[src/design/mbs_pkg.sv]
// package for the multipart boundary stripper: word types, codes and sizes
// used by the cell chain, the result queue and the top level; no dependencies
`timescale 1ns / 1ps

package mbs_pkg;

	localparam int unsigned MAX_PATTERN_DEF = 128;
	// position width fixed by the largest supported window (256)
	localparam int unsigned POS_W = 9;
	localparam int unsigned LEN_RESET = 2;
	localparam int unsigned LEN_MIN = 2;

	typedef logic [POS_W-1:0] pos_t;

	localparam logic CMD_LOAD = 1'b0;
	localparam logic CMD_DATA = 1'b1;

	localparam logic [1:0] KIND_DATA = 2'd0;
	localparam logic [1:0] KIND_FOUND = 2'd1;
	localparam logic [1:0] KIND_ERROR = 2'd2;

	typedef struct packed {
		logic cmd;
		logic [6:0] pattern_index;
		logic [7:0] byte_value;
		logic end_of_stream;
	} in_word_t;

	typedef struct packed {
		logic [7:0] out_byte;
		logic [1:0] kind;
		logic last_of_run;
	} out_word_t;

	// broadcast to every cell of the window chain
	typedef struct packed {
		logic step;
		logic shift;
		pos_t wr_pos;
		logic [7:0] data;
		logic pat_we;
		pos_t pat_idx;
		pos_t length;
	} cell_ctrl_t;

	// results produced by one accepted word, up to two
	typedef struct packed {
		logic [1:0] n;
		out_word_t r0;
		out_word_t r1;
	} push_t;

endpackage

[src/design/mbs_cell.sv]
// one window cell: holds one window byte and one boundary pattern byte
// depends on mbs_pkg; takes its neighbor's byte when the window shifts
`timescale 1ns / 1ps

module mbs_cell #(
	parameter int unsigned CELL_IDX = 0
) (
	input logic clk,
	input logic arst_n,
	input mbs_pkg::cell_ctrl_t ctrl,
	input logic [7:0] nb_byte,
	output logic [7:0] win_byte,
	output logic eq
);
	import mbs_pkg::*;

	localparam pos_t MY_POS = pos_t'(CELL_IDX);

	logic [7:0] win_q;
	logic [7:0] pat_q;
	logic [7:0] win_d;

	always_comb begin
		win_d = win_q;
		if (ctrl.step) begin
			if (ctrl.shift) begin
				win_d = nb_byte;
			end
			if (ctrl.wr_pos == MY_POS) begin
				win_d = ctrl.data;
			end
		end
	end

	// cells past the active length never block a match
	assign eq = (MY_POS >= ctrl.length) || (win_d == pat_q);
	assign win_byte = win_q;

	always_ff @(posedge clk or negedge arst_n) begin
		if (!arst_n) begin
			win_q <= 8'd0;
		end else begin
			win_q <= win_d;
		end
	end

	always_ff @(posedge clk) begin
		if (ctrl.pat_we && ctrl.pat_idx == MY_POS) begin
			pat_q <= ctrl.data;
		end
	end

endmodule

[config.mk]
export PLATFORM = sky130hd
export DESIGN_NAME = mbs_cell
export DESIGN_NICKNAME = d
export VERILOG_FILES = /design/src/design/mbs_pkg.sv /design/src/design/mbs_cell.sv
export SDC_FILE = /design/constraint.sdc
export NUM_CORES = 1
export LEC_CHECK = 0
export ABC_AREA = 0
export BUFFER_PORTS_ARGS = -buffer_cell sky130_fd_sc_hd__buf_2
export CORE_UTILIZATION = 30
export CTS_BUF_LIST = sky130_fd_sc_hd__clkbuf_16
export CTS_CLUSTER_SIZE = 24
export DETAILED_ROUTE_END_ITERATION = 10
export REMOVE_ABC_BUFFERS = 1
export SETUP_SLACK_MARGIN = 0.5
export SYNTH_ARGS = -nofsm -noshare
export SYNTH_HDL_FRONTEND = slang
export SYNTH_SLANG_ARGS = --single-unit
[constraint.sdc]
create_clock -name clk -period 2.3 [get_ports clk]
set_input_delay 0.23 -clock clk [delete_from_list [all_inputs] [get_ports clk]]
set_output_delay 0.23 -clock clk [all_outputs]
set_load 0.05 [all_outputs]
* Yosys cells after proc, flatten, opt, wreduce, memory -nomap -nowiden *
Index checks and enable logic that the tools add are counted.

storage, ports and cells
  register bits after elaboration = 16
  word-level logic and storage cells = 11

operators by class
  mux-type cells = 3
  $lt $le $gt $ge = 1
  reduce and logical (&&, ||, !) cells = 4
  equal/unequal tests = 1

operators with widths
  operator                                                              count
  8-bit two-way mux                                                     3
  9-bit logical NOT                                                     2
  1-bit by 9-bit >= comparator with 1-bit output, first input constant  1
  8-bit equality test                                                   1
  1-bit logical AND                                                     1
  1-bit logical OR                                                      1

* Logic depth before layout (Yosys ltp) *
Gate-level depths: netlist of run 1.

  word-level depth = 5
  gate-level depth with buffers = 7
  gate-level depth less buffers = 6

* Worst setup path before layout of run 1 *
OpenSTA, ideal clock, no wires.

  path kind = input-to-output
  from = input port ctrl[33] (netlist name)
  to = output port eq
  data arrival time = 2.197 ns
  setup slack = -0.127 ns
  cell stages on the path = 6
  path through = nor4_4 nand3_1 a22oi_1 and3b_1 o2111ai_1 o21ai_1

on the way
  longest elaborated chain between the ends = 5

RTL lines
  element              RTL line        source
  start: declaration   mbs_cell.sv:10  input mbs_pkg::cell_ctrl_t ctrl,
  9-bit logical NOT    mbs_cell.sv:29  if (ctrl.wr_pos == MY_POS) begin
  8-bit two-way mux    mbs_cell.sv:29
  8-bit two-way mux    mbs_cell.sv:25  if (ctrl.step) begin
  8-bit equality test  mbs_cell.sv:36  assign eq = (MY_POS >= ctrl.length) || (win_d == pat_q);
  1-bit logical OR     mbs_cell.sv:36
  end: declaration     mbs_cell.sv:13  output logic eq

No other way between the ends.

* Worst setup path after layout of run 1 *
Same ends and word-level chain as after synthesis.

==> results of run 1 <==
## per-stage QoR
step                      util [%]  total power, W  setup TNS [ns]  std cells
after floorplan                  -        0.000523          -0.190        112
after global placement        41.2        0.000625               0        223
after detailed placement      41.2        0.000632         -0.0348        223
after CTS                     44.1        0.000977               0        227
after global routing          44.5         0.00101         -0.0436        227
final                         44.5        0.000973               0        227
## synth_stat cells (all sizes together)
| library cell | instances | area share, % |
|---|---|---|
| a22o | 6 | 4.6 |
| and2 | 1 | 0.54 |
| a31oi | 7 | 4.3 |
| and4b | 1 | 0.87 |
| and3 | 8 | 4.3 |
| dfrtp | 8 | 17 |
| o211ai | 6 | 5.2 |
| nor4 | 4 | 3.5 |
| and4 | 1 | 0.76 |
| inv | 1 | 0.32 |
| a32oi | 6 | 4.6 |
| a22oi | 4 | 2.6 |
| o2111ai | 2 | 1.5 |
| and3b | 8 | 6.1 |
| a21boi | 2 | 1.3 |
| clkbuf | 3 | 0.98 |
| nand3 | 8 | 3.5 |
| buf | 3 | 1.4 |
| edfxtp | 8 | 21 |
| nor2 | 2 | 0.87 |
| nand2 | 2 | 0.65 |
| nor2b | 6 | 3.3 |
| or3 | 12 | 6.5 |
| nor3 | 2 | 1.3 |
| o21ai | 7 | 3.0 |
## state kept, by name (all words and copies together), names as in the netlist
register  flops
pat_q         8
win_byte      8
## what timing repair did
action                     4_1_cts  5_1_grt
hold endpoints to repair         8        0
setup endpoints to repair        1        1
hold buffers                     1        0
gates resized for setup          5        4
## worst max path at each step
stage	endpoint	slack [ns]	depth (start not counted)
2_1_floorplan	eq	-0.19	6
3_3_place_gp	eq	0.004	9
3_5_place_dp	eq	-0.03	9
4_1_cts	eq	0.07	9
5_1_grt	eq	-0.04	10
6_report	eq	0.07	9
## power groups by stage
stage / Combinational [W] / Clock (W) / Sequential [W]
6_report: 0.000288 / 0.000337 / 0.000348
5_1_grt: 0.000309 / 0.000353 / 0.000351
3_3_place_gp: 0.000275 / 0 / 0.000350
4_1_cts: 0.000284 / 0.000346 / 0.000347
2_1_floorplan: 0.0000957 / 0 / 0.000427
3_5_place_dp: 0.000280 / 0 / 0.000352
## layout make-up
class                           instances  area, um2  area share [%]
Sequential cell                        16        440            26.8
Timing Repair Buffer                   64        353            21.5
Tap cell                               48       60.1            3.66
Inverter                                1       3.75           0.229
Multi-Input combinational cell         95        708            43.2
Clock buffer                            3       75.1            4.58
## per-layer routing
metal	GRT usage, %	vias to the layer above	routed length [um]
met1	23.5	597	1580
met5	0	-	0
met2	30.3	66	1690
met4	5.11	0	35
li1	-	612	-
met3	2.86	4	242
## worst max-delay path: stages
cell and delay, ns:
buf_2 0.11, nor4_4 0.27, buf_6 0.18, a31oi_1 0.13, or3_1 0.34, o211ai_1 0.18
o2111ai_1 0.16, o21ai_1 0.21, buf_6 0.19
## cell families after synthesis
group	count (synthesis)	synth area share (%)
buf+inv	7	2.71
simple gates	55	32.1
compound gates	40	27.1
flops	16	38.1
==> flow_summary.ini, run 1 <==
[layout]
fin_nets = 229
drive_above_1_share_pct = 42.5
fillers = 373
mostFrequentLayoutCell = buf_2
final_cell_mix = 55 x buf_2, 12 x or3_1
postLayoutCellArea_um2 = 1640
area_delta_synth_final_pct = 42.0
antenna_cells = 0

[clocking]
cts_buffer_depth = 2
tritoncts = yes
cts_sinks = 16
post_cts_buffers = 0
clockRootBuffer = clkbuf_16
path_clk_slew_ns = 0.05
cts_buffers = 3
clock_latency_ns = 0.25
htree_levels = 1

[floorplan]
num_io_pins = 57
die_width_um = 64.0
die_area_um2 = 4100
core_area_um2 = 3690
start_util_pct = 31.3
placementRows = 22
die_h_um = 64.0

[critical_path]
crit_required_ns = 2.07
endpoint_kind = primary output
criticalPathCategory = in2out
crit_fanout = 10
r2r_slack_ns = 1.07
rr_endpoint = win_byte[6]$_DFF_PN0_
reg2reg_from = win_byte[6]$_DFF_PN0_
critPathLaunchType = input port
reg2reg_depth = 2
crit_start = ctrl[33]
cp_data_arrival_time_ns = 2.00

[synthesis]
synth_warnings = 0
synth.avg_cell_area_um2 = 9.79
syn_area_um2 = 1150
ys_ff_latch = 16
synth_seq_area_share_pct = 38.1
synth_cell_type_count = 33
syn-instance-count = 118

[job]
maxCapViolCount = 0

[placed_design]
place.gp.congestion = 0.802
portBuffers = 56
hpwl_mm = 2.70
pre_cts_slack_ns = -0.0348
dpl_cell_area_um2 = 1520

[hold_path]
min-delay-start = ctrl[21]
min_to = pat_q[2]$_DFFE_PP_
hp-class = in2reg
whs_path_depth = 1

[power_and_ir_drop]
power_density_nw_per_um2 = 593
internal-power_w = 0.000661
switching_share_pct = 32.0
vdd_drop_max_v = 0.000339
p_switching_w = 0.000311
power_leakage_nw = 0.741
p_comb_share_pct = 29.6
clock_power_share_pct = 34.7
pwr-share-seq_pct = 35.8

[drt]
vias_per_cell = 5.63
wirelength_mm = 3.55
drtIter0Drc = 39
drc_errors = 0
ant_nets = 0
dr_total_vias = 1279
wire_per_inst_um = 15.6
first_pass_iters = 4

[timing]
setup_viol = 0
max-slew-margin-rel_pct = 68.4
slew_viol_final = 0
fmax_mhz = 448
min_period_over_period_pct = 97.2
rsz0062_at_grt = yes
finalHoldViolations = 0
hold_ws_ns = 0.180
min_period_ns = 2.23
skew_ns = 0
setup_ws_ns = 0.0655
worstMarginPinSlew_ns = 0.473

[global_routing]
grt_pass1_vias = 1231
track_usage_pct = 18.0
grt_max_degree = 23
grt_antenna_before_repair = 0
grt_pass1_wl_mm = 5.73
grt_overflow = 0

[status]
outcome = complete, no violations
No activity file was read; power rests on OpenSTA's default activity.
==> inputs of run 2 (changes only) <==
Settings changed: PLACE_DENSITY set to 0.67.
==> flow_summary.ini, run 2 (synthesis results as in run 1) <==
[power_and_ir_drop]
power_w = 0.000974
switching_share_pct = 31.9
p_switching_w = 0.000311
power_density_nw_per_um2 = 587
vdd_drop_max_v = 0.000272
pwr-share-seq_pct = 35.6
internal-power_w = 0.000663
power_leakage_nw = 0.742
clock_power_share_pct = 34.8
p_comb_share_pct = 29.6

[floorplan]
num_io_pins = 57
die_h_um = 64.0
placementRows = 22
core_area_um2 = 3690
start_util_pct = 31.3
die_area_um2 = 4100
die_width_um = 64.0

[critical_path]
endpoint_kind = primary output
cp_data_arrival_time_ns = 1.95
path_cells = buf_6, nor4_4, buf_4, a31oi_4, or3_1, o211ai_2, o2111ai_2, o21ai_2, buf_6
criticalPathCategory = in2out
reg2reg_from = win_byte[1]$_DFF_PN0_
worst_path_largest_cell_delay_ns = 0.40
crit_required_ns = 2.07
path_buf_inv = 3
critPathLaunchType = input port
crit_fanout = 5
crit_start = ctrl[27]
cp_slowest_cell = or3_1
cp_common_cell = buf_6
critical-path-top-delay-family = simple AND/OR/NAND/NOR gates

[layout]
area_delta_synth_final_pct = 43.7
antenna_cells = 0
fillers = 377
multi_input_area_um2 = 722
final_cell_mix = 53 x buf_2, 12 x or3_1
mostFrequentLayoutCell = buf_2
fin_nets = 228
drive_above_1_share_pct = 42.1
regArea_um2 = 440

[hold_path]
hp-class = in2reg
min-delay-start = ctrl[23]

[global_routing]
grt_pass1_wl_mm = 5.21
track_usage_pct = 16.4
grt_overflow = 0
grt_max_degree = 23
grt_pass1_vias = 1093
grt_antenna_before_repair = 0

[clocking]
post_cts_buffers = 0
clock_latency_ns = 0.25
cts_buffer_depth = 2
cts_buffers = 3
htree_levels = 1
tritoncts = yes
cts_sinks = 16
path_clk_slew_ns = 0.05
clockRootBuffer = clkbuf_16

[placed_design]
hpwl_mm = 2.47
portBuffers = 56
pre_cts_slack_ns = -0.0328
place.gp.congestion = 0.869

[timing]
slew_viol_final = 0
setup_ws_ns = 0.120
worstMarginPinSlew_ns = 0.433
setup_viol = 0
rsz0062_at_grt = yes
fmax_mhz = 459
skew_ns = 0
min_period_over_period_pct = 94.8
tns_ns = 0
finalHoldViolations = 0
hold_ws_ns = 0.186
min_period_ns = 2.18
max-slew-margin-rel_pct = 71.1

[drt]
drtIter0Drc = 76
first_pass_iters = 4
vias_per_cell = 5.55
ant_nets = 0
drc_errors = 0
dr_total_vias = 1255
wirelength_mm = 3.28
wire_per_inst_um = 14.5

[status]
outcome = complete, no violations

[job]
maxCapViolCount = 0
==> run 2: cell types whose count changed in the layout (fill, tap and decap cells not counted), moves of 2 or more <==
cell and delta:
a22oi_1 +2, a22oi_2 -2, buf_2 -2, buf_6 +2
==> run 2: per-stage QoR <==
step	utilization, %	cells	cell area [um2]
floorplan	-	112	1130
global placement	40.8	221	1510
detailed placement	40.8	221	1510
CTS	45.0	226	1660
global route	45.0	226	1660
finish	45.0	226	1660
==> run 2: final timing paths <==
| path | cells past startpoint | end | slack [ns] |
|---|---|---|---|
| max | 9 | eq | 0.12 |
| min | 1 | pat_q[4]$_DFFE_PP_ | 0.19 |
| max reg2reg | 2 | win_byte[1]$_DFF_PN0_ | 1.15 |
| min reg2reg | 2 | win_byte[2]$_DFF_PN0_ | 0.59 |
| max in group asynchronous | 2 | win_byte[4]$_DFF_PN0_ | 1.71 |
| min in group asynchronous | 2 | win_byte[0]$_DFF_PN0_ | 0.38 |
==> run 2: worst reg2reg max path: stages (launching register included) <==
cell and delay (ns):
dfrtp_1 0.39, a22o_1 0.26, or3_1 0.38
==> run 2: power by group through the flow <==
stage | clock network (W) | registers, W | logic, W
3_5_place_dp | 0 | 0.000352 | 0.000276
6_report | 0.000338 | 0.000347 | 0.000289
3_3_place_gp | 0 | 0.000352 | 0.000275
4_1_cts | 0.000343 | 0.000347 | 0.000290
5_1_grt | 0.000356 | 0.000349 | 0.000309
2_1_floorplan | 0 | 0.000427 | 0.0000957
==> run 2: per-layer routing <==
metal	global-route usage (%)	vias up	wire length, um
li1	-	607	-
met1	23.3	582	1580
met2	25.3	61	1420
met3	1.96	5	233
met4	5.97	0	44
met5	0	-	0
==> run 2: what timing repair did <==
action / in CTS / in global routing
endpoints found under the setup margin: 1 / 1
gates resized for setup: 12 / 0
gates cloned: 1 / 0
hold buffers: 1 / 0
pin swaps: 7 / 0
hold endpoints to repair: 8 / 0
==> run 2: area by class of cell <==
type / instances / area share, %
flip-flops and latches: 16 / 26.5
well taps: 48 / 3.62
clock buffers: 3 / 4.52
inverters: 1 / 0.226
repair buffers: 63 / 21.6
multi-input cells: 95 / 43.5
==> inputs of run 3 (changes only) <==
Settings changed: HOLD_SLACK_MARGIN set to 0.08, PLACE_DENSITY 0.67 to 0.69.
Clock period 2.3 ns to 1.95 ns, I/O delays scaled along.
==> flow_summary.ini, run 3 (synthesis results as in run 1) <==
[critical_path]
crit_fanout = 4
worst_path_largest_cell_delay_ns = 0.43
criticalPathCategory = reg2out
path_cells = nor2b_1, or3_1, o211ai_1, o2111ai_1, o21ai_1, buf_6
cp_data_arrival_time_ns = 1.91
crit_required_ns = 1.75
cp_slowest_cell = dfrtp_1
critPathLaunchType = register
endpoint_kind = primary output

[drt]
ant_nets = 0
dr_total_vias = 1285
vias_per_cell = 5.44
drc_errors = 0
drtIter0Drc = 25
wire_per_inst_um = 15.1
first_pass_iters = 4
wirelength_mm = 3.56

[timing]
min_period_ns = 2.10
setup_viol = 1
max-slew-margin-rel_pct = 69.5
slew_viol_final = 0
fmax_mhz = 475
worstMarginPinSlew_ns = 0.457
tns_ns = -0.154
finalHoldViolations = 0
skew_ns = 0
setup_ws_ns = -0.154
min_period_over_period_pct = 108
rsz0062_at_grt = yes

[layout]
drive_above_1_share_pct = 44.7
final_cell_mix = 53 x buf_2, 15 x buf_4, 11 x or3_1
fin_nets = 238
mostFrequentLayoutCell = buf_2
antenna_cells = 0
area_delta_synth_final_pct = 48.5

[global_routing]
met3_usage_pct = 2.32
track_usage_pct = 18.1
grt_pass1_wl_mm = 5.62
grt_use_met1_pct = 22.1
grt_pass1_vias = 1261
grt.busiest_layer = met2
grt_antenna_before_repair = 0
grt_overflow = 0
met2_usage_pct = 30.9
grt_max_degree = 20

[placed_design]
hpwl_mm = 2.74
pre_cts_slack_ns = -0.322
portBuffers = 56
place.gp.congestion = 0.868

[clocking]
clockRootBuffer = clkbuf_16
clock_latency_ns = 0.25
path_clk_slew_ns = 0.05
tritoncts = yes
cts_sinks = 16
htree_levels = 1
cts_buffer_depth = 2
cts_buffers = 3

[hold_path]
hp-class = in2reg

[power_and_ir_drop]
power_w = 0.00117
vdd_drop_max_v = 0.000310
power_leakage_nw = 0.789
power_density_nw_per_um2 = 682

[floorplan]
start_util_pct = 31.3
core_area_um2 = 3690
die_h_um = 64.0
die_area_um2 = 4100
die_width_um = 64.0
num_io_pins = 57
placementRows = 22

[status]
outcome = complete, but fails checks
violations = setup timing

[job]
maxCapViolCount = 0
-- run 3: worst max-delay path: cells and delay by family (launching register included) --
kind,cells,cell delay [ns]
buf+inv,1,0.18
simple gates,2,0.53
compound gates,3,0.52
flops,1,0.43
-- run 3: metal layers --
layer	up-vias	routed length, um	share of wire [%]
met4	0	68	1.9
met5	-	0	0
li1	628	-	-
met2	65	1660	47
met3	6	287	8.1
met1	586	1550	43
-- run 3: path summary, 6_finish.rpt --
check | from | end | slack [ns] | depth (start not counted)
max | win_byte[1]$_DFF_PN0_ | eq | -0.15 | 6
min | ctrl[21] | pat_q[2]$_DFFE_PP_ | 0.14 | 1
min reg2reg | win_byte[4]$_DFF_PN0_ | win_byte[4]$_DFF_PN0_ | 0.58 | 2
max in group asynchronous | arst_n | win_byte[2]$_DFF_PN0_ | 1.41 | 2
min in group asynchronous | arst_n | win_byte[0]$_DFF_PN0_ | 0.34 | 2
max reg2reg | win_byte[7]$_DFF_PN0_ | win_byte[7]$_DFF_PN0_ | 0.70 | 3
-- run 3: where the power goes --
| part | internal (W) | switching (W) |
|---|---|---|
| clock network | 0.000269 | 0.000127 |
| logic | 0.000150 | 0.000219 |
| registers | 0.000383 | 0.0000228 |
-- run 3: stage by stage --
step,util (%),std cells,hold slack [ns],instance area (um2)
3_5_place_dp,43.0,232,0.0765,1590
2_1_floorplan,-,112,-0.101,1130
5_1_grt,46.5,236,0.151,1720
4_1_cts,46.0,236,0.142,1700
6_report,46.5,236,0.145,1720
3_3_place_gp,43.0,232,0.0722,1590
-- run 3: layout make-up --
cell class	instances	area (um2)
Inverter	1	3.75
Tap cell	48	60.1
Clock buffer	3	75.1
Timing Repair Buffer	73	433
Fill cell	381	1970
Multi-Input combinational cell	95	703
Sequential cell	16	440
-- run 3: repair_timing --
| action | CTS | global route |
|---|---|---|
| hold buffers | 1 | 0 |
| resized for setup | 5 | 3 |
| endpoints found under the hold margin | 8 | 0 |
| endpoints found under the setup margin | 7 | 6 |
| setup buffers | 0 | 0 |
| pin swaps | 2 | 0 |
