### src/design/mbs_pkg.sv
// package for the multipart boundary stripper: word types, codes and sizes
// used by the cell chain, the result queue and the top level; no dependencies
`timescale 1ns / 1ps

package mbs_pkg;

	localparam int unsigned MAX_PATTERN_DEF = 128;
	// position width fixed by the largest supported window (256)
	localparam int unsigned POS_W = 9;
	localparam int unsigned LEN_RESET = 2;
	localparam int unsigned LEN_MIN = 2;

	typedef logic [POS_W-1:0] pos_t;

	localparam logic CMD_LOAD = 1'b0;
	localparam logic CMD_DATA = 1'b1;

	localparam logic [1:0] KIND_DATA = 2'd0;
	localparam logic [1:0] KIND_FOUND = 2'd1;
	localparam logic [1:0] KIND_ERROR = 2'd2;

	typedef struct packed {
		logic cmd;
		logic [6:0] pattern_index;
		logic [7:0] byte_value;
		logic end_of_stream;
	} in_word_t;

	typedef struct packed {
		logic [7:0] out_byte;
		logic [1:0] kind;
		logic last_of_run;
	} out_word_t;

	// broadcast to every cell of the window chain
	typedef struct packed {
		logic step;
		logic shift;
		pos_t wr_pos;
		logic [7:0] data;
		logic pat_we;
		pos_t pat_idx;
		pos_t length;
	} cell_ctrl_t;

	// results produced by one accepted word, up to two
	typedef struct packed {
		logic [1:0] n;
		out_word_t r0;
		out_word_t r1;
	} push_t;

endpackage

### src/design/mbs_result_fifo.sv
// four-entry result queue between the window logic and the output channel
// depends on mbs_pkg; takes up to two words per cycle, gives one
`timescale 1ns / 1ps

module mbs_result_fifo (
	input logic clk,
	input logic arst_n,
	input mbs_pkg::push_t push,
	output logic room2,
	output logic out_valid,
	input logic out_stall,
	output mbs_pkg::out_word_t out_data
);
	import mbs_pkg::*;

	out_word_t ent_q [4];
	logic [1:0] wr_q;
	logic [1:0] rd_q;
	logic [2:0] cnt_q;
	logic pop;

	assign out_valid = (cnt_q != 3'd0);
	assign pop = out_valid && !out_stall;
	assign out_data = ent_q[rd_q];
	assign room2 = (cnt_q <= 3'd2);

	always_ff @(posedge clk) begin
		if (push.n != 2'd0) begin
			ent_q[wr_q] <= push.r0;
		end
		if (push.n == 2'd2) begin
			ent_q[wr_q + 2'd1] <= push.r1;
		end
	end

	always_ff @(posedge clk or negedge arst_n) begin
		if (!arst_n) begin
			wr_q <= 2'd0;
			rd_q <= 2'd0;
			cnt_q <= 3'd0;
		end else begin
			wr_q <= wr_q + push.n;
			if (pop) begin
				rd_q <= rd_q + 2'd1;
			end
			cnt_q <= cnt_q + {1'b0, push.n} - {2'b00, pop};
		end
	end

endmodule

### config.mk
export PLATFORM = sky130hd
export DESIGN_NAME = mbs_result_fifo
export DESIGN_NICKNAME = d
export VERILOG_FILES = /design/src/design/mbs_pkg.sv /design/src/design/mbs_result_fifo.sv
export SDC_FILE = /design/constraint.sdc
export NUM_CORES = 1
export LEC_CHECK = 0
export ABC_CLOCK_PERIOD_IN_PS = 3140
export BUFFER_PORTS_ARGS = -buffer_cell sky130_fd_sc_hd__buf_2
export CORE_MARGIN = 10
export CORE_UTILIZATION = 56
export DETAILED_ROUTE_END_ITERATION = 7
export PLACE_DENSITY = 0.9
export SLEW_MARGIN = 20
export SYNTH_ARGS = -nofsm -noshare
export SYNTH_HDL_FRONTEND = slang
export SYNTH_SLANG_ARGS = --single-unit
export TNS_END_PERCENT = 10
### constraint.sdc
create_clock -name clk -period 3.14 [get_ports clk]
set_clock_uncertainty 0.2 [all_clocks]
set_input_delay 0.157 -clock clk [delete_from_list [all_inputs] [get_ports clk]]
set_output_delay 0.157 -clock clk [all_outputs]
set_load 0.05 [all_outputs]
Word level (Yosys, flattened, before mapping)
Memories as Yosys holds them, arrays and structs flattened.
Index checks and enable logic that the tools add are counted.
{"block": "totals", "ramBits": 44, "mem_count": 1, "ff_bits": 7, "in_bits": 27, "out_inout_bits": 13}
{"name": "ent_q", "depth": 4, "word_bits": 11, "rd": 1, "rd_clocked_by_memory_dff": 0, "write_ports": 2, "line": "mbs_result_fifo.sv:16", "text": "out_word_t ent_q [4];"}
{"block": "classes", "add_sub_neg": 5, "n_lt_le_gt_ge": 1, "n_reduce_logical": 4, "n_eq_ne": 1, "mux": 4}
{"op": "$add A2 B1 Y2 const B", "n": 2}
{"op": "$mux W1", "n": 4}
{"op": "$add A3 B2 Y3", "n": 1}
{"op": "$le A3 B2 Y1 const B", "n": 1}
{"op": "$reduce_bool A3 Y1", "n": 1}
{"op": "$sub A3 B1 Y3", "n": 1}
{"op": "$add A2 B2 Y2", "n": 1}
{"op": "$eq A2 B2 Y1 const B", "n": 1}
{"op": "$reduce_bool A2 Y1", "n": 1}
{"op": "$logic_and A1 B1 Y1", "n": 1}
{"op": "$logic_not A1 Y1", "n": 1}

Depth between registers and ports, before layout
Gate-level depths: netlist of run 1.
{"block": "depth", "word_depth": 3, "depth_mapped": 8}

Worst setup path after synthesis of run 1
No wires, ideal clock.
{"block": "synth_path", "path_type": "register to register", "from": "register cnt_q[2]", "to": "register cnt_q[2]", "required_time_ps": 2817, "path_buffers": 0, "setup_slack_ps": 955, "setup_time_ps": 123, "stages_incl_launch_ff": 9, "synth_period_minus_slack_ps": 2185, "t_arrival_ps": 1862, "path_cell_list": "dfrtp_1 > nor3_1 > nor2_1 > ha_1 > inv_1 > ha_1 > fa_1 > xnor2_1 > xnor2_1"}
{"block": "synth_via", "elab_chain_len": 3, "elab_cells_between_ends": 4, "cone_classes": "add/sub: 2; reduce/logical: 2"}
{"item": "start: declaration", "line": "mbs_result_fifo.sv:19", "text": "logic [2:0] cnt_q;"}
{"item": "start signal: assignment", "line": "mbs_result_fifo.sv:46", "text": "cnt_q <= cnt_q + {1'b0, push.n} - {2'b00, pop};"}
{"item": "$reduce_bool A3 Y1", "line": "mbs_result_fifo.sv:22", "text": "assign out_valid = (cnt_q != 3'd0);"}
{"item": "$logic_and A1 B1 Y1", "line": "mbs_result_fifo.sv:23", "text": "assign pop = out_valid && !out_stall;"}
{"item": "net pop", "line": "mbs_result_fifo.sv:20", "text": "logic pop;"}
{"item": "$sub A3 B1 Y3", "line": "mbs_result_fifo.sv:46"}
The timed path passes the listed nets, and every way through them passes these cells.
A chain may end at the register's enable or synchronous reset.

==> results of run 1 <==
-- cell usage after synthesis, drive strengths merged --
| master | instances | area [µm²] |
|---|---|---|
| xor2 | 2 | 17.5 |
| fa | 1 | 20.0 |
| nor3b | 1 | 7.51 |
| nor3 | 1 | 5.00 |
| nand3 | 1 | 10.0 |
| and3b | 2 | 21.3 |
| a21o | 1 | 7.51 |
| nor2 | 4 | 15.0 |
| edfxtp | 44 | 1320 |
| a21oi | 2 | 10.0 |
| mux2 | 44 | 574 |
| ha | 4 | 50.1 |
| o31ai | 1 | 7.51 |
| xnor2 | 4 | 35.0 |
| dfrtp | 7 | 175 |
| nor2b | 2 | 20.0 |
| inv | 7 | 26.3 |
| buf | 7 | 65.1 |
| nor4 | 1 | 21.3 |
| mux4 | 11 | 248 |
-- state kept, by name, summed over array words and instances, names as in the netlist --
name	flops
cnt_q	3
ent_q	44
rd_q	2
wr_q	2
-- logic make-up after synthesis --
kind of cell | count (synthesis)
muxes | 55
DFF | 51
buffers and inverters | 14
and+or+nand+nor | 12
xor gates and xnor gates | 6
adders and majority gates | 5
AOI/OAI and AO/OA | 4
-- critical path: stages, from the launching register on --
cell and delay (ns):
dfrtp_1 0.59, and3b_1 0.78, mux2_4 0.35, dlygate4sd3_1 0.56
-- stage by stage --
step / util (%) / setup slack (ns) / total power, W
finish: 67.7 / 0.400 / 0.00283
global route: 67.7 / 0.308 / 0.00297
CTS: 67.7 / 0.458 / 0.00286
detailed placement: 61.9 / 0.765 / 0.00248
global placement: 61.9 / 0.922 / 0.00242
floorplan: - / 0.955 / 0.00216
-- layout make-up --
| type | count | area share [%] |
|---|---|---|
| clock buffers | 8 | 2.54 |
| inverters | 7 | 0.833 |
| well taps | 54 | 2.14 |
| flip-flops and latches | 51 | 47.5 |
| repair buffers | 61 | 12.9 |
| multi-input cells | 82 | 34.1 |
-- layer usage --
metal  wire length [µm]  global-route usage (%)
met1               2160                    16.8
met2               2970                    26.8
met3                258                    3.56
met4                106                    6.75
met5                  0                       0
-- power breakdown --
part	internal (W)	switching, W
combinational	0.000498	0.000800
sequential	0.000996	0.000180
clock	0.000159	0.000200
total	0.00165	0.00118
-- how the worst max path moves through the flow --
| stage | cells past startpoint | startpoint | slack [ns] | end |
|---|---|---|---|---|
| 2_1_floorplan | 8 | cnt_q[2] | 0.95 | cnt_q[2] |
| 3_3_place_gp | 8 | cnt_q[2] | 0.92 | cnt_q[2] |
| 3_5_place_dp | 8 | cnt_q[2] | 0.77 | cnt_q[2] |
| 4_1_cts | 3 | wr_q[1] | 0.46 | ent_q[3][0] |
| 5_1_grt | 3 | wr_q[1] | 0.31 | ent_q[3][9] |
| 6_report | 3 | wr_q[1] | 0.40 | ent_q[3][9] |
-- what timing repair did --
item / CTS / global route
setup buffers: 0 / 0
endpoints found under the hold margin: 28 / 0
hold buffers: 19 / 0
==> reports/results.ini, run 1 <==
[global_route]
grt_first_pass_wirelength_um=8800
grt_max_degree=15
antenna_found_initial=0
grt_usage_pct=15.1
grt_pass1_vias=1670
grt-ovfl-total=0

[synthesis]
synth_nets=179
syn_area_um2=2660
synthAdderAreaFrac_pct=2.64
syn_avg_cell_area_um2=18.1
ys_seq_area_share_pct=56.3
ys.warnings.count=0
synth_compound_gate_area_share_pct=0.942
synth.ff_latch_count=51
synthCells=147
yosys.cell_types.count=25
synth_top_family_by_area=multiplexers
muxShareOfSynthArea_pct=30.9
synth-xor-area-share_pct=1.98
synth-simple-area-share_pct=3.77

[floorplanning]
dieArea_um2=7900
die_h_um=88.9
dieWidth_um=88.9
start_util_pct=57.0
core-area_um2=4660
rows=25
pin_count=40

[critical_path]
worstPathMaxFanout=11
crit_type=reg -> reg
r2r_slack_ns=0.40
start_kind=flop
worstPathArrival_ns=2.60
rr_startpoint=wr_q[1]
r2r_end=ent_q[3][9]
end_kind=flop
r2r_cells=3
cp.required_ns=3.00

[sta]
whs_ns=0.00665
finalHoldViolCount=0
slew_headroom_pct=40.3
rsz0062_at_grt=no
finalCriticalPeriod_ns=2.74
finalMaxSlewViolations=0
period_share_pct=87.2
worst-slew-pin-transition_ns=0.889
max_freq_ghz=0.365
setup_tns_ns=0
setup_viol=0

[power_and_ir_drop]
power.density_nw_per_um2=899
ir_worst_vdd_uv=447
p_leak_nw=1.23

[final_layout]
final_common_cell=edfxtp_1
multi_input_area_um2=1070
layout-drive-gt1-share_pct=51.2
most-common-layout-cells=edfxtp_1 (44), buf_2 (39), mux2_2 (23)
final_area_um2=3150
fillerInstances=298
num-nets-final=240
antennaDiodeCount=0
regArea_um2=1500
final_cells=263
area_growth_pct=18.6

[drt]
vias_per_cell=5.81
drt_pass1_iterations=4
vias=1528
drt-initial-drc-count=102
detail_route.wl_per_cell_um=20.9
antenna_left=0
drc=0
routed_wl_um=5500

[cts]
cts_buffer_depth=2
cts_resized=0
path_clk_slew_ns=0.08
worstSkewPairLatency_ns=0.30
cts_buffers=5
clock-sinks=51
cts-htree-levels=2
cts_root_buffer=clkbuf_8
cts_tree=done

[job]
maxCapViolations=0

[outcome]
status=finished, final reports clean

[min_path]
timing.hold.worst.class=in -> async

[place]
place_inst=236
gp_congestion=0.728
io_buffers=39
dp_hpwl_um=3770
placed_cell_area_um2=2880

Power figures use the tool's default switching activity.
==> inputs of run 2 (changes only) <==
- CELL_PAD_IN_SITES_DETAIL_PLACEMENT: unset -> 1
- CELL_PAD_IN_SITES_GLOBAL_PLACEMENT: unset -> 1
- CORE_UTILIZATION: 56 -> 48
- PLACE_DENSITY: 0.9 -> unset
- PLACE_DENSITY_LB_ADDON: unset -> 0.1
- RECOVER_POWER: unset -> 25
==> run 2 against run 1 <==
The run now ends with hold timing left; core utilization shrank 9.0 points; combinational power rose by 3%; sequential cell count did not move; via count is 0.33% lower; cell count grew 8.0%; clock power about the same; worst hold slack worse by 0.0098 ns; die area up 13%; total power increased by 0.45%.
==> reports/results.ini, run 2 (synthesis results as in run 1) <==
[outcome]
status=finished, violations left
violations=hold timing

[final_layout]
multi_input_area_um2=1070
num-nets-final=244
final_cells=284
most-common-layout-cells=edfxtp_1 (44), buf_2 (36), mux2_2 (23)
final_common_cell=edfxtp_1
largest_register_ffs=44
regMostFlops=ent_q
antennaDiodeCount=0
area_growth_pct=20.1
fillerInstances=518
layout-drive-gt1-share_pct=49.5
regArea_um2=1500
reg.largest.list=ent_q (44), cnt_q (3)

[min_path]
holdCritStartpoint=push[18]
hold_path_end=ent_q[3][7]
timing.hold.worst.class=in -> reg
holdPathStages=2

[place]
place_inst=257
dp_hpwl_um=4230
gp_congestion=0.692
io_buffers=39

[global_route]
grt_pass1_vias=1683
grt_first_pass_wirelength_um=9500
grt-ovfl-total=0
antenna_found_initial=0
grt_max_degree=15
grt_usage_pct=14.3

[cts]
cts_tree=done
cts_buffer_depth=2
clock-sinks=51
holdBufCountCts=19
cts_root_buffer=clkbuf_8
cts-htree-levels=2
postCtsSetupBuffers=0
cts_buffers=5
worstSkewPairLatency_ns=0.30
path_clk_slew_ns=0.09
cts_resized=0

[floorplanning]
pin_count=40
die_h_um=94.4
core-area_um2=5440
start_util_pct=48.9
dieArea_um2=8910
rows=27
dieWidth_um=94.4

[critical_path]
worstPathMaxFanout=10
r2r_end=ent_q[3][8]
r2r_slack_ns=0.48
cp.required_ns=2.78
start_kind=flop
rr_startpoint=wr_q[1]
crit_type=reg -> out
worstPathArrival_ns=2.34
r2r_cells=4
end_kind=output pin

[power_and_ir_drop]
p_leak_nw=1.23
ir_worst_vdd_uv=546
power.density_nw_per_um2=892
power_w=0.00285

[drt]
vias_per_cell=5.36
vias=1523
drt-initial-drc-count=80
antenna_left=0
detail_route.wl_per_cell_um=21.2
drc=0
drt_pass1_iterations=4
routed_wl_um=6030

[sta]
max_freq_ghz=0.371
period_share_pct=85.8
worst-slew-pin-transition_ns=0.877
rsz0062_at_grt=no
whs_ns=-0.00314
finalMaxSlewViolations=0
setup_tns_ns=0
slew_headroom_pct=41.5
finalHoldViolCount=2
setup_viol=0
finalCriticalPeriod_ns=2.69

[job]
maxCapViolations=0

[run 2: final cells by class]
class	instances	area share [%]
sequential	51	46.9
multi-input combinational	82	33.7
timing repair buffer	65	13.3
tap	72	2.82
clock buffer	5	2.16
inverter	7	0.824
clock inverter	2	0.275
[run 2: through the flow]
step	hold slack [ns]	cell area (µm²)	setup WS, ns	utilization, %
2_1_floorplan	-0.339	2660	0.955	-
3_3_place_gp	-0.199	2930	0.903	53.8
3_5_place_dp	-0.200	2930	0.723	53.8
4_1_cts	0.000431	3200	0.543	58.8
5_1_grt	0.00565	3190	0.223	58.7
6_report	-0.00314	3190	0.447	58.7
[run 2: critical path, cell delays in order, from the launching register on]
cell,delay [ns]
dfrtp_1,0.49
clkbuf_1,0.70
mux4_2,0.61
buf_2,0.23
[run 2: metal layers]
metal / vias up / wire length, µm / global-route usage, %
li1: 697 / - / -
met1: 791 / 2440 / 16.0
met2: 27 / 3310 / 26.1
met3: 8 / 196 / 3.25
met4: 0 / 85 / 4.56
met5: - / 0 / 0
[run 2: how the worst max path moves through the flow]
stage                  start           to  slack (ns)  cells past startpoint
detailed placement  cnt_q[2]     cnt_q[2]        0.72                      8
global route         rd_q[0]  out_data[4]        0.22                      3
floorplan           cnt_q[2]     cnt_q[2]        0.95                      8
CTS                  wr_q[1]  ent_q[3][8]        0.54                      4
global placement    cnt_q[2]     cnt_q[2]        0.90                      8
finish               rd_q[0]  out_data[4]        0.45                      3
[run 2: power breakdown]
part | switching [W] | internal, W | leakage [nW]
sequential | 0.000153 | 0.000997 | 0.493
clock | 0.000211 | 0.000149 | 0.0414
combinational | 0.000842 | 0.000494 | 0.695
total | 0.00121 | 0.00164 | 1.23
==> inputs of run 3 (changes only) <==
- BUFFER_PORTS_ARGS: -buffer_cell sky130_fd_sc_hd__buf_2 -> -buffer_cell sky130_fd_sc_hd__buf_4
==> run 3 against run 2 <==
The run still ends with hold timing left; register-to-register slack worse by 0.06 ns; non-clock buffer count increased by 18; total power rose by 6.4%; clock power increased by 26%; via count rose by 3.2%; sequential power is essentially flat; worst hold slack better by 0.0024 ns; critical path type is now in -> reg.
==> reports/results.ini, run 3 (synthesis results as in run 1) <==
[outcome]
status=finished, violations left
violations=hold timing

[cts]
path_clk_slew_ns=0.09
clock-sinks=51
cts_buffer_depth=2
worstSkewPairLatency_ns=0.30
cts_root_buffer=clkbuf_8
cts_tree=done
cts-htree-levels=2
cts_resized=0
cts_buffers=5

[floorplanning]
start_util_pct=48.9
pin_count=40
die_h_um=94.4
rows=27
core-area_um2=5440
dieArea_um2=8910
dieWidth_um=94.4

[final_layout]
largest_register_ffs=44
final_common_cell=edfxtp_1
multi_input_area_um2=1070
area_growth_pct=31.4
regArea_um2=1500
layout-drive-gt1-share_pct=45.9
fillerInstances=505
num-nets-final=262
fin_util_pct=64.2
reg.largest.list=ent_q (44), cnt_q (3)
regMostFlops=ent_q
most-common-layout-cells=edfxtp_1 (44), buf_4 (40), dlygate4sd3_1 (38)
antennaDiodeCount=0

[power_and_ir_drop]
pwr-share-comb_pct=47.3
pwr-share-seq_pct=37.8
power.internal_w=0.00182
p_switching_w=0.00121
ir_worst_vdd_uv=469
p_leak_nw=1.36
power.density_nw_per_um2=867
power_frac_clock_pct=15.0
p_sw_share_pct=39.9

[critical_path]
end_kind=flop
r2r_cells=4
worstPathArrival_ns=2.67
cp.required_ns=3.00
r2r_end=ent_q[3][9]
rr_startpoint=wr_q[1]
start_kind=input pin
r2r_slack_ns=0.42
crit_type=in -> reg
worstPathMaxFanout=8

[global_route]
grt_usage_pct=14.3
grt-ovfl-total=0
grt_pass1_vias=1908
grt_busiest_layer=met2
grt_first_pass_wirelength_um=9750
grt_max_degree=17
grt_use_met2_pct=26.5
use_met1_pct=15.6
use_met3_pct=2.62
antenna_found_initial=0

[drt]
vias=1571
drt_pass1_iterations=4
drt-initial-drc-count=79
detail_route.wl_per_cell_um=20.0
routed_wl_um=6070
vias_per_cell=5.18
drc=0
antenna_left=0

[place]
io_buffers=39
gp_congestion=0.704
dp_hpwl_um=4010

[sta]
whs_ns=-0.000741
period_share_pct=89.5
finalMaxSlewViolations=0
max_freq_ghz=0.356
finalHoldViolCount=1
finalCriticalPeriod_ns=2.81
worst-slew-pin-transition_ns=0.806
setup_viol=0
rsz0062_at_grt=no
setup_tns_ns=0
slew_headroom_pct=46.3

[min_path]
timing.hold.worst.class=in -> reg
hold_path_end=wr_q[1]
holdPathStages=3
holdCritStartpoint=push[23]

[job]
maxCapViolations=0

[run 3: worst max path at each step]
stage,cells past startpoint,end,from,slack [ns]
4_1_cts,7,ent_q[3][9],push[22],0.34
6_report,7,ent_q[3][9],push[22],0.33
5_1_grt,7,ent_q[3][10],push[22],0.23
3_5_place_dp,8,cnt_q[2],cnt_q[2],0.78
2_1_floorplan,8,cnt_q[2],cnt_q[2],0.95
3_3_place_gp,8,cnt_q[2],cnt_q[2],0.90
[run 3: power by group through the flow]
stage / sequential (W) / clock [W] / combinational, W
2_1_floorplan: 0.00108 / 0 / 0.00109
3_3_place_gp: 0.00114 / 0 / 0.00140
3_5_place_dp: 0.00116 / 0 / 0.00142
4_1_cts: 0.00115 / 0.000466 / 0.00148
5_1_grt: 0.00117 / 0.000492 / 0.00153
6_report: 0.00114 / 0.000453 / 0.00143
[run 3: worst max-delay path: stages]
cell	delay (ns)
dlygate4sd3_1	0.53
buf_4	0.17
nor2b_4	0.14
and3b_1	0.55
buf_4	0.26
mux2_4	0.30
dlygate4sd3_1	0.55
[run 3: per-stage QoR]
step	worst slack, ns	std cells	power [W]	hold WS (ns)	instance area [µm²]
2_1_floorplan	0.955	147	0.00216	-0.339	2660
3_3_place_gp	0.904	257	0.00255	-0.224	3030
3_5_place_dp	0.778	257	0.00259	-0.223	3030
4_1_cts	0.340	303	0.00309	0.00364	3520
5_1_grt	0.230	303	0.00320	0.0115	3490
6_report	0.329	303	0.00303	-0.000741	3490
[run 3: layout make-up]
class                   instances  share of cell area, %
multi-input cells              82                   30.6
clock inverters                 3                   1.25
inverters                       7                  0.752
repair buffers                 83                   20.0
flip-flops and latches         51                   42.9
clock buffers                   5                   1.97
well taps                      72                   2.58
[run 3: what timing repair did]
item / CTS / global route
endpoints found under the hold margin: 54 / 0
setup buffers: 0 / 0
hold buffers: 38 / 0
[run 3: layer usage]
metal | up-vias | wire length (µm)
met5 | - | 0
met4 | 0 | 114
met3 | 10 | 181
met2 | 27 | 3380
met1 | 800 | 2400
li1 | 734 | -
